`src/rtl/lz8_pkg.sv`:
```
// shared types and constants for the eight-mode lz decompressor
// no dependencies; used by lz8_window_ram, lz8_cmd_ctrl and the top level
package lz8_pkg;

    localparam int WIN_BITS  = 16;                // window address width, 8..16
    localparam int WIN_DEPTH = 1 << WIN_BITS;

    localparam logic [7:0] END_HDR  = 8'hFF;
    localparam logic [2:0] LONG_CMD = 3'b111;

    localparam logic [2:0] CMD_LITERAL  = 3'd0;
    localparam logic [2:0] CMD_FILL     = 3'd1;
    localparam logic [2:0] CMD_ALT_FILL = 3'd2;
    localparam logic [2:0] CMD_INC_FILL = 3'd3;
    localparam logic [2:0] CMD_COPY     = 3'd4;
    localparam logic [2:0] CMD_COPY_INV = 3'd5;
    localparam logic [2:0] CMD_BACK     = 3'd6;
    localparam logic [2:0] CMD_BACK_INV = 3'd7;

    typedef logic [WIN_BITS-1:0] t_waddr;

    // per-transfer result of the command stage, completed after the window read
    typedef struct packed {
        logic       taken;
        logic       out_valid;
        logic       stream_end;
        logic       is_copy;
        logic       invert;
        logic [7:0] data;
        t_waddr     addr;
    } t_emit;

endpackage

```
`src/rtl/lz8_cmd_ctrl.sv`:
```
// command parser: header, length and argument decode, fill generation,
// write and copy positions; depends on lz8_pkg
module lz8_cmd_ctrl (
    input  logic                i_clk,
    input  logic                i_rst_n,
    input  logic                i_step,
    input  logic                i_byte_valid,
    input  logic [7:0]          i_in_byte,
    input  logic                i_cfg_wr_en,
    input  logic [15:0]         i_cfg_wr_data,
    output lz8_pkg::t_emit      o_emit,
    output lz8_pkg::t_waddr     o_rd_addr
);

    localparam logic [2:0] PH_HEADER  = 3'd0;
    localparam logic [2:0] PH_LONGLEN = 3'd1;
    localparam logic [2:0] PH_ARG1    = 3'd2;
    localparam logic [2:0] PH_ARG2    = 3'd3;
    localparam logic [2:0] PH_EMIT    = 3'd4;
    localparam logic [2:0] PH_LITERAL = 3'd5;

    logic [2:0]      r_phase, n_phase;
    logic [2:0]      r_kind, n_kind;
    logic [10:0]     r_rc, n_rc;
    logic [7:0]      r_first, n_first;
    logic [7:0]      r_second, n_second;
    logic            r_toggle, n_toggle;
    lz8_pkg::t_waddr r_cp, n_cp;
    lz8_pkg::t_waddr r_wp, n_wp;
    logic [15:0]     r_base, n_base;
    logic            emit;
    logic [15:0]     abs_sum;
    lz8_pkg::t_emit  e;

    assign abs_sum = r_base + {i_in_byte, r_first};

    always_comb begin
        n_phase  = r_phase;
        n_kind   = r_kind;
        n_rc     = r_rc;
        n_first  = r_first;
        n_second = r_second;
        n_toggle = r_toggle;
        n_cp     = r_cp;
        n_wp     = r_wp;
        n_base   = r_base;
        emit     = 1'b0;
        e        = '0;
        e.addr   = r_wp;
        if (i_step) begin
            case (r_phase)
                PH_HEADER: begin
                    if (i_byte_valid) begin
                        e.taken = 1'b1;
                        if (i_in_byte == lz8_pkg::END_HDR) begin
                            e.stream_end = 1'b1;
                            n_wp = r_base[lz8_pkg::WIN_BITS-1:0];
                        end else if (i_in_byte[7:5] == lz8_pkg::LONG_CMD) begin
                            n_kind  = i_in_byte[4:2];
                            n_rc    = {1'b0, i_in_byte[1:0], 8'd0};
                            n_phase = PH_LONGLEN;
                        end else begin
                            n_kind   = i_in_byte[7:5];
                            n_rc     = 11'(i_in_byte[4:0]) + 11'd1;
                            n_toggle = 1'b0;
                            n_phase  = (i_in_byte[7:5] == lz8_pkg::CMD_LITERAL) ?
                                       PH_LITERAL : PH_ARG1;
                        end
                    end
                end
                PH_LONGLEN: begin
                    if (i_byte_valid) begin
                        e.taken  = 1'b1;
                        n_rc     = {1'b0, r_rc[9:8], i_in_byte} + 11'd1;
                        n_toggle = 1'b0;
                        n_phase  = (r_kind == lz8_pkg::CMD_LITERAL) ? PH_LITERAL : PH_ARG1;
                    end
                end
                PH_ARG1: begin
                    if (i_byte_valid) begin
                        e.taken = 1'b1;
                        case (r_kind)
                            lz8_pkg::CMD_ALT_FILL, lz8_pkg::CMD_COPY,
                            lz8_pkg::CMD_COPY_INV: begin
                                n_first = i_in_byte;
                                n_cp    = lz8_pkg::WIN_BITS'(i_in_byte);
                                n_phase = PH_ARG2;
                            end
                            lz8_pkg::CMD_BACK, lz8_pkg::CMD_BACK_INV: begin
                                n_cp    = r_wp - lz8_pkg::WIN_BITS'(i_in_byte);
                                n_phase = PH_EMIT;
                            end
                            default: begin
                                n_first = i_in_byte;
                                n_phase = PH_EMIT;
                            end
                        endcase
                    end
                end
                PH_ARG2: begin
                    if (i_byte_valid) begin
                        e.taken = 1'b1;
                        if (r_kind == lz8_pkg::CMD_ALT_FILL) begin
                            n_second = i_in_byte;
                        end else begin
                            n_cp = abs_sum[lz8_pkg::WIN_BITS-1:0];
                        end
                        n_phase = PH_EMIT;
                    end
                end
                PH_EMIT: begin
                    emit = 1'b1;
                    case (r_kind)
                        lz8_pkg::CMD_COPY, lz8_pkg::CMD_COPY_INV,
                        lz8_pkg::CMD_BACK, lz8_pkg::CMD_BACK_INV: begin
                            // byte value comes from the registered window read, in the completion stage
                            e.is_copy = 1'b1;
                            e.invert  = r_kind[0];
                            n_cp      = r_cp + lz8_pkg::t_waddr'(1);
                        end
                        lz8_pkg::CMD_ALT_FILL: begin
                            e.data   = r_toggle ? r_second : r_first;
                            n_toggle = ~r_toggle;
                        end
                        lz8_pkg::CMD_INC_FILL: begin
                            e.data  = r_first;
                            n_first = r_first + 8'd1;
                        end
                        default: begin
                            e.data = r_first;
                        end
                    endcase
                end
                PH_LITERAL: begin
                    if (i_byte_valid) begin
                        e.taken = 1'b1;
                        e.data  = i_in_byte;
                        emit    = 1'b1;
                    end
                end
                default: begin
                    n_phase = PH_HEADER;
                end
            endcase
            if (emit) begin
                e.out_valid = 1'b1;
                n_wp        = r_wp + lz8_pkg::t_waddr'(1);
                if (r_rc <= 11'd1) begin
                    n_rc    = '0;
                    n_phase = PH_HEADER;
                end else begin
                    n_rc = r_rc - 11'd1;
                end
            end
        end
        if (i_cfg_wr_en) begin
            n_base = i_cfg_wr_data;
            if (r_phase == PH_HEADER) begin
                n_wp = i_cfg_wr_data[lz8_pkg::WIN_BITS-1:0];
            end
        end
    end

    always_ff @(posedge i_clk) begin
        if (!i_rst_n) begin
            r_phase  <= PH_HEADER;
            r_kind   <= '0;
            r_rc     <= '0;
            r_first  <= '0;
            r_second <= '0;
            r_toggle <= 1'b0;
            r_cp     <= '0;
            r_wp     <= '0;
            r_base   <= '0;
        end else begin
            r_phase  <= n_phase;
            r_kind   <= n_kind;
            r_rc     <= n_rc;
            r_first  <= n_first;
            r_second <= n_second;
            r_toggle <= n_toggle;
            r_cp     <= n_cp;
            r_wp     <= n_wp;
            r_base   <= n_base;
        end
    end

    assign o_emit    = e;
    assign o_rd_addr = r_cp;

endmodule

```
`config.mk`:
```
export PLATFORM = sky130hd
export DESIGN_NAME = lz8_cmd_ctrl
export DESIGN_NICKNAME = d
export VERILOG_FILES = /design/src/rtl/lz8_pkg.sv /design/src/rtl/lz8_cmd_ctrl.sv
export SDC_FILE = /design/constraint.sdc
export NUM_CORES = 1
export LEC_CHECK = 0
export ABC_AREA = 1
export BUFFER_PORTS_ARGS = -buffer_cell sky130_fd_sc_hd__buf_2
export CAP_MARGIN = 15
export CORE_MARGIN = 3
export CORE_UTILIZATION = 61
export CTS_CLUSTER_DIAMETER = 60
export DETAILED_ROUTE_END_ITERATION = 10
export PLACE_DENSITY_LB_ADDON = 0.2
export SLEW_MARGIN = 20
export SYNTH_ARGS = -nofsm -noshare
export SYNTH_HDL_FRONTEND = slang
export SYNTH_SLANG_ARGS = --single-unit
```
`constraint.sdc`:
```
create_clock -name i_clk -period 2.09 [get_ports i_clk]
set_input_delay 0.209 -clock i_clk [delete_from_list [all_inputs] [get_ports i_clk]]
set_output_delay 0.209 -clock i_clk [all_outputs]
set_load 0.1 [all_outputs]
```
==> impl_metrics.yaml, run 1 <==
run_status:
  status: "finished, final reports clean"
grt:
  grt_max_degree: 59
  grt_use_total: 0.357
  grt_overflow: 0
  grt_antenna_before_repair: 0
  grt_first_pass_wirelength_mm: 38.8
  grt_pass1_vias: 8134
setup_path:
  r2r-start: "r_wp[0]"
  path_buf_inv: 2
  cp_slowest_cell: "dfxtp_4"
  crit_required_ns: 1.88
  startpoint_type: "register"
  cpPeakStageDelay_ns: 0.39
  crit_fanout: 5
  cpMostUsedCell: "a31oi_4"
  cp-end-kind: "output port"
  path_cells: "inv_4 > nor2_8 > nand3_2 > a31oi_4 > nand2_1 > a31oi_4 > buf_12"
  critPathKind: "reg -> out"
  path_depth: 7
  r2r_slack_ns: 0.09
  crit_start: "r_phase[2]"
  critPathArrivalTime_ns: 1.84
  reg2reg_depth: 9
  path_delay_family: "simple AND/OR/NAND/NOR gates"
routing:
  vias: 8795
  viasPerCell: 5.86
  wl_per_cell_um: 15.9
  first_pass_iters: 6
  drt_iter0_markers: 955
  ant_nets: 0
  drc: 0
  drt-total-wl_mm: 23.8
power_and_ir_drop:
  seqPwrFrac: 0.330
  ir_drop_mv: 0.555
  leakage_uw: 0.00406
  power.density_nw_per_um2: 654
  sw_frac_of_total: 0.418
  p_sw_uw: 2400
  p_int_uw: 3350
  power.total_uw: 5750
  combPwrFrac: 0.370
  pwr-share-clk: 0.299
sta:
  finClkSkew_ns: 0.00830
  rsz0062_at_grt: "true"
  drv_slew: 0
  max-slew-margin-rel: 0.596
  worst_slew_pin_slew_ns: 0.605
  totalNegativeSetupSlack_ns: 0
  setup_ws_ns: 0.0411
  fmax_ghz: 0.488
  min_period_over_period: 0.980
  setup_viol: 0
  hold_viol: 0
  fin_crit_ns: 2.05
placement:
  place_ws_ns: 0.107
  port-buffer-count: 73
  place.gp.congestion: 0.961
  dpl.hpwl_mm: 17.8
synth:
  ys_ff_latch: 82
  yosys.area.top_type: "dfxtp_1"
  synthesis.area_um2: 7410
  synthArstFlopShare: 0
  syn_nets: 1327
  synth.distinct_cells: 49
  postSynthCellCount: 1267
  avgSynthCellArea_um2: 5.85
  synthTopCellsByArea: "dfxtp_1, nand2_1, inv_1, nand3_1, a21oi_1"
  yosysWarnings: 0
  synth_edf_count: 0
  synthFlopType: "dfxtp_1"
  netlist.area_leader.share: 0.222
  synth.yosys.seq_area_share: 0.222
clocking:
  clk_path_buf_depth: 2
  htreeDepth: 3
  clock_latency_ns: 0.35
  cts_root_buffer: "clkbuf_16"
  cts_sinks: 82
  cts.hold.buffers_added: 0
  tritoncts: "built"
  numCtsBuffers: 9
  clk_pin_slew_worst_paths_ns: 0.06
floorplan:
  core_um2: 11700
  num_rows: 39
  die_area_um2: 13500
  ios: 74
  die_h_um: 116
  start_util: 0.635
  die_x_um: 116
final_layout:
  antenna_cells: 0
  mostFrequentLayoutCells: "nand2_1, inv_1, nor2_1, nand3_1, a21oi_1"
  areaGrowthSynthToFinish_pct: 18.7
  final_net_count: 1412
  final_common_cell: "nand2_1"
  drive_gt1_frac: 0.164
min_path:
  holdCritPathClass: "in -> reg"
  min_from: "i_cfg_wr_data[8]"
  min_path_cells: 3
run:
  maxCapViolCount: 0
## power by group through the flow
stage          clock network (uW)  registers (uW)  logic (uW)
3_5_place_dp                    0            1920        2050
4_1_cts                      1730            1880        2070
5_1_grt                      1770            1910        2330
6_report                     1720            1900        2130
3_3_place_gp                    0            1910        2020
2_1_floorplan                   0            2280        1210
## sequential cells by signal, summed over array words and instances, names as in the netlist
register,cells
o_rd_addr,16
r_base,16
r_first,8
r_kind,3
r_phase,3
r_rc,11
r_second,8
r_toggle,1
r_wp,16
## cell usage after synthesis (2+ instances only)
master / instances
xor2_1: 10
buf_6: 5
nor3_4: 2
nor2_1: 128
nor2_8: 2
and2_1: 4
fa_1: 2
o22ai_1: 4
or2_2: 2
nand2_4: 3
dfxtp_1: 82
xnor2_1: 4
o211ai_1: 7
ha_1: 29
nand2_1: 319
clkinv_1: 2
nand4_1: 25
o21ai_1: 20
nor2_4: 4
nand2_2: 10
buf_1: 2
a211oi_1: 4
o21bai_1: 3
nand3b_1: 4
buf_4: 5
nor3_1: 23
a21oi_2: 3
nor2_2: 7
buf_2: 10
inv_4: 2
inv_2: 10
clkbuf_1: 21
nand3_1: 115
a21oi_1: 111
a31oi_1: 9
a221oi_1: 2
inv_1: 157
o21ai_0: 102
o31ai_1: 3
## through the flow
step	cell area [um2]	util	hold slack, ns	instances
floorplan	7560	-	0.344	1267
global placement	8370	0.718	0.436	1480
detailed placement	8370	0.718	0.440	1480
CTS	8700	0.746	0.0907	1496
global route	8790	0.754	0.103	1500
finish	8790	0.754	0.0946	1500
## path summary, 6_finish.rpt
path / end
setup / recovery: o_emit[17]
hold / removal: r_base[8]
setup reg to reg: o_rd_addr[2]
hold reg to reg: r_second[6]
## kinds of logic (layout without fill, tap and decap cells)
logic type      after synthesis  after routing  share of synthesized area
flops                        82             82                      0.222
simple gates                654            654                      0.393
fa+ha+maj                    31             31                     0.0544
buf+inv                     214            304                      0.118
compound gates              272            272                      0.196
xor+xnor                     14             14                     0.0165
## layer usage
layer | global-route usage | share of wire
met1 | 0.475 | 0.42
met4 | 0.158 | 0.037
met5 | 0 | 0
met3 | 0.0606 | 0.096
met2 | 0.572 | 0.44
## worst register-to-register path, delay by kind of cell (launching register included)
family                   cells  cell delay [ns]
XOR/XNOR                     1             0.13
AND/OR/NAND/NOR              1             0.11
adder cells (fa/ha/maj)      2             0.56
flip-flops                   1             0.36
AO/OA/AOI/OAI                3             0.49
buffers and inverters        2             0.23
## cell type report
type / count / area [um2]
well taps: 143 / 179
multi-input cells: 971 / 5080
flip-flops and latches: 82 / 1670
clock buffers: 11 / 233
inverters: 171 / 652
repair buffers: 117 / 902
fillers: 1002 / 2870
clock inverters: 5 / 78.8
## repair_timing
item                                    4_1_cts  5_1_grt
gates resized for setup                       5       21
buffers inserted                              0        4
endpoints found under the setup margin        8       13
pin swaps                                     0        6
Power figures use the tool's default switching activity.
==> run 2, diff against run 1 <==
CORE_UTILIZATION = 66   (was 61)
clock period = 2.6 ns   (was 2.09 ns; I/O delays follow)
==> run 2 against run 1 <==
  * Cell count decreased by 2.2%
  * Via count decreased by 2.6%
  * Sequential power decreased by 20%
  * Hold slack improved by 0.027 ns
  * Critical path depth increased by 1
  * Clock power decreased by 38%
  * Largest cell class unchanged
  * Sequential share of layout area increased by 0.97 points
==> impl_metrics.yaml, run 2 (same netlist as run 1, synthesis figures left out) <==
setup_path:
  r2r-start: "r_wp[0]"
  path_delay_family: "simple AND/OR/NAND/NOR gates"
  reg2reg_depth: 11
  cp_slowest_cell: "dfxtp_1"
  crit_required_ns: 2.34
  cpPeakStageDelay_ns: 0.49
  critPathArrivalTime_ns: 2.15
  r2r_slack_ns: 0.49
  worstReg2RegEnd: "o_rd_addr[4]"
  crit_start: "r_phase[1]"
  path_cells: "nor2_8 > nand2_1 > nor2_2 > nand2_1 > o21ai_0 > o21ai_0 > inv_1 > buf_2"
  cp-end-kind: "output port"
  crit_fanout: 9
  path_buf_inv: 2
  startpoint_type: "register"
  critPathKind: "reg -> out"
grt:
  grt_overflow: 0
  grt_antenna_before_repair: 0
  grt_max_degree: 59
  grt_pass1_vias: 7868
  grt_use_total: 0.354
  grt_first_pass_wirelength_mm: 37.1
routing:
  drc: 0
  vias: 8565
  drt-total-wl_mm: 22.2
  drt_iter0_markers: 981
  ant_nets: 0
  viasPerCell: 5.84
  first_pass_iters: 6
  wl_per_cell_um: 15.1
power_and_ir_drop:
  power.total_uw: 4200
  leakage_uw: 0.00382
  p_sw_uw: 1860
  combPwrFrac: 0.387
  p_int_uw: 2340
  sw_frac_of_total: 0.443
  pwr-share-clk: 0.252
  ir_drop_mv: 0.435
  power.density_nw_per_um2: 511
  seqPwrFrac: 0.362
floorplan:
  core_um2: 10900
  die_h_um: 112
  die_x_um: 112
  ios: 74
  die_area_um2: 12500
  num_rows: 38
  start_util: 0.681
final_layout:
  finalNonFillerCells: 1467
  fillers: 942
  final_common_cell: "nand2_1"
  areaGrowthSynthToFinish_pct: 11.0
  antenna_cells: 0
  fin_area_um2: 8230
  final_net_count: 1382
  mostFrequentLayoutCells: "nand2_1, inv_1, nor2_1, nand3_1, a21oi_1"
  drive_gt1_frac: 0.123
run_status:
  status: "finished, final reports clean"
placement:
  port-buffer-count: 73
  place.gp.congestion: 0.980
  dp.cells: 1451
  place_ws_ns: 0.298
  post_dp_cell_area_um2: 8010
  dpl.hpwl_mm: 16.7
sta:
  min_period_over_period: 0.928
  drv_slew: 0
  max-slew-margin-rel: 0.388
  fin_crit_ns: 2.41
  hold_viol: 0
  setup_viol: 0
  rsz0062_at_grt: "false"
  worst_slew_pin_slew_ns: 0.918
  totalNegativeSetupSlack_ns: 0
  setup_ws_ns: 0.187
  fmax_ghz: 0.414
  finClkSkew_ns: 0.0154
clocking:
  numCtsBuffers: 9
  clk_path_buf_depth: 2
  post_cts_buffers: 0
  htreeDepth: 3
  tritoncts: "built"
  cts_sinks: 82
  clk_pin_slew_worst_paths_ns: 0.09
  cts_root_buffer: "clkbuf_8"
  clock_latency_ns: 0.38
run:
  maxCapViolCount: 0
min_path:
  holdCritPathClass: "in -> reg"
  min_to: "r_base[14]"
  min_path_cells: 3
  min_from: "i_cfg_wr_data[14]"
## run 2: repair_timing
action	4_1_cts	5_1_grt
hold buffers	0	0
hold endpoints to repair	0	0
setup endpoints to repair	4	8
resized for setup	1	1
## run 2: worst min-delay path, cell delays in order
cell and delay (ns):
buf_2 0.08, nor2_1 0.04, nor2_1 0.08
## run 2: cell type report
class | count | area [um2] | share of cell area
repair buffers | 87 | 606 | 0.0736
multi-input cells | 971 | 4950 | 0.601
flip-flops and latches | 82 | 1640 | 0.200
inverters | 171 | 647 | 0.0786
clock buffers | 11 | 131 | 0.0160
clock inverters | 5 | 78.8 | 0.00958
well taps | 140 | 175 | 0.0213
## run 2: worst max path at each step
stage,end,slack (ns),cells past startpoint
after floorplan,o_emit[24],-0.19,6
after global placement,o_emit[16],0.35,9
after detailed placement,o_emit[16],0.30,9
after CTS,o_emit[16],0.02,9
after global routing,o_emit[16],0.03,9
final,o_emit[16],0.19,8
## run 2: per-layer routing
metal / global-route usage / up-vias / share of wire
li1: - / 4281 / -
met4: 0.153 / 0 / 0.033
met5: 0 / - / 0
met1: 0.480 / 3784 / 0.43
met2: 0.554 / 433 / 0.44
met3: 0.0641 / 67 / 0.10
## run 2: stage by stage
stage	utilization	hold slack [ns]
2_1_floorplan	-	0.395
4_1_cts	0.756	0.114
3_3_place_gp	0.736	0.433
3_5_place_dp	0.736	0.439
5_1_grt	0.756	0.134
6_report	0.756	0.122
## run 2: power by group through the flow
| stage | sequential [uW] | clock (uW) | combinational, uW |
|---|---|---|---|
| global route | 1530 | 1110 | 1780 |
| detailed placement | 1540 | 0 | 1590 |
| CTS | 1510 | 1060 | 1600 |
| floorplan | 1820 | 0 | 967 |
| global placement | 1530 | 0 | 1560 |
| finish | 1520 | 1060 | 1620 |
